## src/sv/i2cms_pkg.sv

```systemverilog
// ----------------------------------------------------------------------------
// i2cms_pkg
// Shared types and constants for the I2C master bit sequencer.
// ----------------------------------------------------------------------------
package i2cms_pkg;

   localparam int CMD_W   = 2;
   localparam int BYTE_W  = 8;
   localparam int PHASE_W = 5;

   typedef enum logic [CMD_W-1:0] {
      CMD_START = 2'd0,
      CMD_STOP  = 2'd1,
      CMD_WRITE = 2'd2,
      CMD_READ  = 2'd3
   } cmd_type;

   // action codes carried by req_action
   localparam logic ACT_TICK = 1'b0;
   localparam logic ACT_LOAD = 1'b1;

   // phase indexes for the end of the bit loops and the steps after it
   localparam logic [PHASE_W-1:0] PH_BITS_END = 5'd16;
   localparam logic [PHASE_W-1:0] PH_RELEASE  = 5'd17;
   localparam logic [PHASE_W-1:0] PH_ACK      = 5'd18;

endpackage

```

## src/sv/i2c_master_bit_sequencer.sv

```systemverilog
// ----------------------------------------------------------------------------
// i2c_master_bit_sequencer
// Bit-banged I2C master: runs start, stop, byte write and byte read one delay
// phase per tick item and reports the SCL/SDA levels after every item.
// ----------------------------------------------------------------------------
// Every request item gives exactly one response item. A load item latches a
// command (ignored while a command is busy); each tick item runs one phase.
// Start and stop take 3 ticks, write 19 ticks, read 20 ticks; done_res pulses
// on the last one. For each item, the next state is
// computed from the request port and the phase registers and lands in the
// response register in the same clock, so one item per cycle is sustained.
// The only limit on rate is the response register: a request is taken when it
// is empty or being drained by rsp_ready in that cycle.
module i2c_master_bit_sequencer (
   input  logic                          clock,
   input  logic                          reset,
   input  logic                          req_valid,
   output logic                          req_ready,
   input  logic                          req_action,
   input  logic [i2cms_pkg::CMD_W-1:0]   req_command,
   input  logic [i2cms_pkg::BYTE_W-1:0]  req_tx_byte,
   input  logic                          req_send_ack,
   input  logic                          req_sda_line,
   output logic                          rsp_valid,
   input  logic                          rsp_ready,
   output logic                          rsp_scl_level,
   output logic                          rsp_sda_level,
   output logic                          rsp_busy_res,
   output logic [i2cms_pkg::BYTE_W-1:0]  rsp_rx_byte,
   output logic                          rsp_ack_seen,
   output logic                          rsp_done_res
);
   import i2cms_pkg::*;

   logic [PHASE_W-1:0] phase_ff, phase_in;
   cmd_type            cmd_ff, cmd_in;
   logic [BYTE_W-1:0]  shift_ff, shift_in;
   logic [BYTE_W-1:0]  rx_last_ff, rx_last_in;
   logic               ack_choice_ff, ack_choice_in;
   logic               ack_flag_ff, ack_flag_in;
   logic               scl_ff, scl_in;
   logic               sda_ff, sda_in;
   logic               busy_ff, busy_in;
   logic               done_in;

   logic               rsp_valid_ff;
   logic               rsp_scl_ff, rsp_sda_ff, rsp_busy_ff, rsp_ack_ff, rsp_done_ff;
   logic [BYTE_W-1:0]  rsp_rx_ff;

   logic               accept;
   logic               fin;

   assign req_ready = !rsp_valid_ff || rsp_ready;
   assign accept    = req_valid && req_ready;

   // phase step of the current command
   always_comb begin
      phase_in      = phase_ff;
      cmd_in        = cmd_ff;
      shift_in      = shift_ff;
      rx_last_in    = rx_last_ff;
      ack_choice_in = ack_choice_ff;
      ack_flag_in   = ack_flag_ff;
      scl_in        = scl_ff;
      sda_in        = sda_ff;
      busy_in       = busy_ff;
      fin           = 1'b0;
      done_in       = 1'b0;

      if (req_action == ACT_LOAD) begin
         if (!busy_ff) begin
            cmd_in        = cmd_type'(req_command);
            phase_in      = '0;
            ack_choice_in = req_send_ack;
            shift_in      = (cmd_type'(req_command) == CMD_WRITE) ? req_tx_byte : '0;
            busy_in       = 1'b1;
         end
      end else if (busy_ff) begin
         unique case (cmd_ff)
            CMD_START: begin
               if (phase_ff == 5'd0) begin
                  scl_in = 1'b1;
               end else if (phase_ff == 5'd1) begin
                  sda_in = 1'b1;
               end else begin
                  sda_in = 1'b0;
                  fin    = 1'b1;
               end
            end
            CMD_STOP: begin
               if (phase_ff == 5'd0) begin
                  sda_in = 1'b0;
               end else if (phase_ff == 5'd1) begin
                  scl_in = 1'b1;
               end else begin
                  sda_in = 1'b1;
                  fin    = 1'b1;
               end
            end
            CMD_WRITE: begin
               if (phase_ff < PH_BITS_END) begin
                  if (!phase_ff[0]) begin
                     scl_in = 1'b0;
                  end else begin
                     sda_in   = shift_ff[BYTE_W-1];
                     shift_in = {shift_ff[BYTE_W-2:0], 1'b0};
                     scl_in   = 1'b1;
                  end
               end else if (phase_ff == PH_BITS_END) begin
                  scl_in = 1'b0;
               end else if (phase_ff == PH_RELEASE) begin
                  sda_in = 1'b1;
               end else begin
                  scl_in      = 1'b1;
                  ack_flag_in = !req_sda_line;
                  fin         = 1'b1;
               end
            end
            CMD_READ: begin
               // sda is released before the first sample
               if (phase_ff == 5'd0) begin
                  scl_in = 1'b0;
                  sda_in = 1'b1;
               end else if (phase_ff <= PH_BITS_END) begin
                  if (phase_ff[0]) begin
                     scl_in   = 1'b1;
                     shift_in = {shift_ff[BYTE_W-2:0], req_sda_line};
                  end else begin
                     scl_in = 1'b0;
                  end
               end else if (phase_ff == PH_RELEASE) begin
                  scl_in = 1'b0;
               end else if (phase_ff == PH_ACK) begin
                  sda_in = !ack_choice_ff;
               end else begin
                  scl_in     = 1'b1;
                  rx_last_in = shift_ff;
                  fin        = 1'b1;
               end
            end
            default: begin
               fin = 1'b0;
            end
         endcase

         if (fin) begin
            busy_in  = 1'b0;
            phase_in = '0;
            done_in  = 1'b1;
         end else begin
            phase_in = phase_ff + 5'd1;
         end
      end
   end

   always_ff @(posedge clock) begin
      if (reset) begin
         phase_ff      <= '0;
         cmd_ff        <= CMD_START;
         shift_ff      <= '0;
         rx_last_ff    <= '0;
         ack_choice_ff <= 1'b0;
         ack_flag_ff   <= 1'b0;
         scl_ff        <= 1'b1;
         sda_ff        <= 1'b1;
         busy_ff       <= 1'b0;
      end else if (accept) begin
         phase_ff      <= phase_in;
         cmd_ff        <= cmd_in;
         shift_ff      <= shift_in;
         rx_last_ff    <= rx_last_in;
         ack_choice_ff <= ack_choice_in;
         ack_flag_ff   <= ack_flag_in;
         scl_ff        <= scl_in;
         sda_ff        <= sda_in;
         busy_ff       <= busy_in;
      end
   end

   // response register
   always_ff @(posedge clock) begin
      if (reset) begin
         rsp_valid_ff <= 1'b0;
      end else if (accept) begin
         rsp_valid_ff <= 1'b1;
      end else if (rsp_ready) begin
         rsp_valid_ff <= 1'b0;
      end
   end

   always_ff @(posedge clock) begin
      if (accept) begin
         rsp_scl_ff  <= scl_in;
         rsp_sda_ff  <= sda_in;
         rsp_busy_ff <= busy_in;
         rsp_rx_ff   <= rx_last_in;
         rsp_ack_ff  <= ack_flag_in;
         rsp_done_ff <= done_in;
      end
   end

   assign rsp_valid     = rsp_valid_ff;
   assign rsp_scl_level = rsp_scl_ff;
   assign rsp_sda_level = rsp_sda_ff;
   assign rsp_busy_res  = rsp_busy_ff;
   assign rsp_rx_byte   = rsp_rx_ff;
   assign rsp_ack_seen  = rsp_ack_ff;
   assign rsp_done_res  = rsp_done_ff;

   // a finishing transfer never reports busy
   a_done_not_busy: assert property (@(posedge clock) disable iff (reset)
      rsp_valid_ff && rsp_done_ff |-> !rsp_busy_ff)
      else $error("done reported while busy");

   // phases only advance while a command runs
   a_phase_idle: assert property (@(posedge clock) disable iff (reset)
      phase_ff != '0 |-> busy_ff)
      else $error("phase count nonzero while idle");

   // a load while idle starts a command
   a_load_starts: assert property (@(posedge clock) disable iff (reset)
      accept && (req_action == ACT_LOAD) && !busy_ff |=> busy_ff && phase_ff == '0)
      else $error("load did not start command");

   // a load while busy leaves the pins alone
   a_busy_load_ignored: assert property (@(posedge clock) disable iff (reset)
      accept && (req_action == ACT_LOAD) && busy_ff
      |=> $stable(scl_ff) && $stable(sda_ff) && $stable(phase_ff))
      else $error("load while busy changed state");

endmodule

```

## config.mk

```make
export PLATFORM = sky130hd
export DESIGN_NAME = i2c_master_bit_sequencer
export DESIGN_NICKNAME = d
export VERILOG_FILES = /design/src/sv/i2cms_pkg.sv /design/src/sv/i2c_master_bit_sequencer.sv
export SDC_FILE = /design/constraint.sdc
export NUM_CORES = 1
export LEC_CHECK = 0
export BUFFER_PORTS_ARGS = -buffer_cell sky130_fd_sc_hd__buf_2
export CAP_MARGIN = 30
export CELL_PAD_IN_SITES_DETAIL_PLACEMENT = 2
export CELL_PAD_IN_SITES_GLOBAL_PLACEMENT = 2
export CORE_ASPECT_RATIO = 1.25
export CORE_UTILIZATION = 31
export DETAILED_ROUTE_END_ITERATION = 10
export PLACE_DENSITY_LB_ADDON = 0.1
export SETUP_SLACK_MARGIN = 0.15
export SYNTH_ARGS = -nofsm -noshare
export SYNTH_HDL_FRONTEND = slang
export SYNTH_SLANG_ARGS = --single-unit
```

## constraint.sdc

```tcl
create_clock -name clock -period 1.9 [get_ports clock]
set_input_delay 0.095 -clock clock [delete_from_list [all_inputs] [get_ports clock]]
set_output_delay 0.095 -clock clock [all_outputs]
set_load 0.05 [all_outputs]
```

==> summary.md <==
| Metric | Value |
|---|---|
| Status | `complete, no violations` |
| DRC Markers | `0` |
| Die width | `a little under 80 um` |
| First-pass GRT wire length | `roughly 11 mm` |
| CTS tree | `built` |
| TNS Setup | `0 ns` |
| Post-Syn Area | `~2200 sq um` |
| Routed Antenna Nets | `0` |
| CTS HTree Levels | `2` |
| Iteration-0 DRC Markers | `53` |
| Ys flop type | `dfxtp_1` |
| CP max stage cell | `dfxtp_1` |
| DIE HEIGHT | `95.7 um` |
| Final Hold Slack | `~0.061 ns` |
| Fmax | `565 MHz` |
| Ant diodes | `0` |
| Cell Rows | `33` |
| RSZ-0062 raised after global routing | `true` |
| Largest net degree at the start of global routing | `21` |
| Vias per cell | `between 5 and 6` |
| Tot GR Track Use | `19.3%` |
| Clock Latency Late Sink | `0.30 ns` |
| DR WL met2 | `around 3.8 mm` |
| Post-Layout Inst Area | `slightly below 3000 sq um` |
| Final-report hold violation count | `0` |
| DP HPWL | `roughly 4.6 mm` |
| P&R area growth vs syn | `35.0%` |
| Clock Skew | `roughly 0.01 ns` |
| CTS max path bufs | `2` |
| Power Dens Cells | `669 nW/um^2` |
| Arr. time, crit path | `1.83 ns` |
| Vias in the first global route | `~2100` |
| DIE AREA | `about 7400 sq um` |
| Worst min path class | `in2reg` |
| Final Net Count | `between 300 and 400` |
| Initial antenna violation count | `0` |
| Max Slew Vio Count | `0` |
| Syn Nets | `approximately 260` |
| Cell variety after synth | `47` |
| Worst Max-Slew Pin Slew | `0.465 ns` |
| Critical Path Sink Type | `flop` |
| I/O pin cnt | `32` |
| Root Driver | `clkbuf_8` |
| Clock slew at reported path FFs | `approximately 0.09 ns` |
| Drt wl/cell | `18.7 um` |
| Gr ovfl total | `0` |
| CP delay by family, top | `flip-flops` |
| Syn Area/Cell | `9.26 sq um` |
| IO buf count | `31` |
| CP max FO | `6` |
| # setup viols final | `0` |
| Core Region | `about 6700 sq um` |
| Leakage | `~1.1 nW` |
| Register area share after synthesis | `~45%` |
| Fin crit period | `1.77 ns` |
| Clock tree sinks | `42` |
| Initial Util | `roughly a third` |
| Setup CP Type | `reg2reg` |
| Max layer used | `met4` |
| Number of max-cap violations | `0` |
| WP buf/inv | `2` |
| Crit-path max cell delay | `slightly below 0.4 ns` |
| Share of cells above drive strength 1 | `between 30 and 40%` |
| Critical Path Source Type | `flop` |
| Post-Synthesis Cells | `235` |
| Post-Route M1 WL | `2.81 mm` |
| Post-synth EDFFs | `13` |
| WL met3 | `151 um` |
| Period Utilization, post-route | `a little over 90%` |
| DR pass1 iterations | `4` |
| Critical path cell sequence | `or2_4, o2111ai_4, buf_12, buf_16, mux2_4` |
| Worst slew margin | `between 60% and 70%` |
| Required @ worst endpoint | `around 2.0 ns` |
| Ys async rst share | `0%` |
| Flops & latches, synth | `42` |
| VDD IR max | `between 0.3 and 0.4 mV` |
| Num CTS Buffers | `5` |
| Post-Route WL | `slightly below 7 mm` |
| Synth warn | `0` |
| Vias | `approximately 2000` |
| Routability cong. | `between 0.7 and 0.8` |
| Placed cell area | `approximately 2600 sq um` |
-- power by group --
group | switching, mW | internal [mW] | total (mW)
combinational | 0.191 | 0.0997 | 0.290
sequential | 0.0156 | 0.942 | 0.957
clock | 0.326 | 0.393 | 0.718
-- metrics by stage --
step           worst slack, ns  util [%]  total power, mW  instances
6_report                 0.130      43.9             1.97        369
5_1_grt                 0.0757      43.9             2.05        369
4_1_cts                  0.110      41.6             1.97        365
3_5_place_dp            0.0294      38.6             1.24        355
3_3_place_gp            0.0842      38.6             1.23        355
2_1_floorplan           0.0607         -             1.15        235
-- worst register-to-register path, stage by stage (launching register included) --
cell	delay, ns
dfxtp_1	0.39
or2_4	0.32
o2111ai_4	0.29
buf_12	0.15
buf_16	0.11
mux2_4	0.29
-- synth_stat cells (2+ instances only) --
cell type	instances	area [sq um]
nand3b_1	2	15.0
edfxtp_1	13	390
clkbuf_1	9	33.8
nand4bb_1	2	22.5
a32oi_1	2	17.5
nand4_1	2	12.5
a311oi_1	2	17.5
nor3_1	2	10.0
mux2i_1	13	130
o21ai_0	9	45.0
a31oi_1	6	37.5
nand2_1	26	97.6
mux2_2	8	90.1
nor2_1	25	93.8
and2_1	2	12.5
o21ai_2	2	17.5
buf_2	4	20.0
dfxtp_1	29	581
a22oi_1	6	45.0
a21oi_1	19	95.1
inv_1	12	45.0
nand3_1	8	40.0
ha_1	6	75.1
nor2b_1	3	18.8
-- state kept, by name, summed over array words and instances (netlist names) --
name	flops
cmd_ff	2
shift_ff	8
rsp_scl_level	1
rsp_rx_byte	8
sda_ff	1
rsp_sda_level	1
phase_ff	5
rsp_busy_res	1
busy_ff	1
rx_last_ff	8
scl_ff	1
rsp_ack_seen	1
rsp_valid	1
ack_choice_ff	1
rsp_done_res	1
ack_flag_ff	1
-- routing by layer --
| layer | vias up | GRT usage [%] |
|---|---|---|
| met5 | - | 0 |
| met4 | 0 | 6.41 |
| met3 | 10 | 3.25 |
| met2 | 33 | 36.6 |
| met1 | 988 | 21.7 |
| li1 | 926 | - |
-- path summary, 6_finish.rpt --
check                        startpoint  depth (start not counted)  slack (ns)                         end
max            phase_ff[2]$_SDFFE_PP0P_                          5        0.13    rsp_rx_byte[3]$_DFFE_PP_
min                      req_command[1]                          3        0.06      cmd_ff[1]$_SDFFE_PP0P_
max reg2reg    phase_ff[2]$_SDFFE_PP0P_                          5        0.13    rsp_rx_byte[3]$_DFFE_PP_
min reg2reg  ack_choice_ff$_SDFFE_PP0P_                          2        0.49  ack_choice_ff$_SDFFE_PP0P_
-- area by class of cell --
| class | count | area [sq um] |
|---|---|---|
| clock buffer | 6 | 72.6 |
| clock inverter | 2 | 37.5 |
| fill | 738 | 3750 |
| inverter | 13 | 56.3 |
| multi-input combinational | 166 | 1300 |
| sequential | 42 | 986 |
| tap | 87 | 109 |
| timing repair buffer | 53 | 373 |
-- layout by cell type, fill, tap and decap left out, types with 4 or more instances in the layout --
| cell | instances |
|---|---|
| nand2_1 | 26 |
| mux2_4 | 8 |
| a22oi_2 | 4 |
| edfxtp_1 | 13 |
| buf_2 | 31 |
| nand3_1 | 8 |
| a31oi_1 | 5 |
| inv_1 | 10 |
| a21oi_1 | 16 |
| nor2_1 | 22 |
| clkbuf_8 | 5 |
| dfxtp_1 | 23 |
| mux2i_1 | 13 |
| buf_4 | 17 |
| o21ai_0 | 7 |
-- cells by family (layout without fill, tap and decap cells) --
group           Yosys count  in the layout  share of synthesized area (%)
compound gates           56             56                           17.1
xor+xnor                  1              1                          0.403
fa+ha+maj                 6              6                           3.45
buf+inv                  27             74                           4.89
flops                    42             42                           44.6
mux                      21             21                           10.1
simple gates             82             82                           19.4
-- repair_timing --
item                                    in CTS  in global routing
buffers inserted                             1                  4
pin swaps                                    5                 16
hold buffers                                 0                  0
endpoints found under the setup margin      32                 26
cloned                                       1                  0
resized for setup                           17                 26
Note: power is estimated with default switching activity, not from simulation.
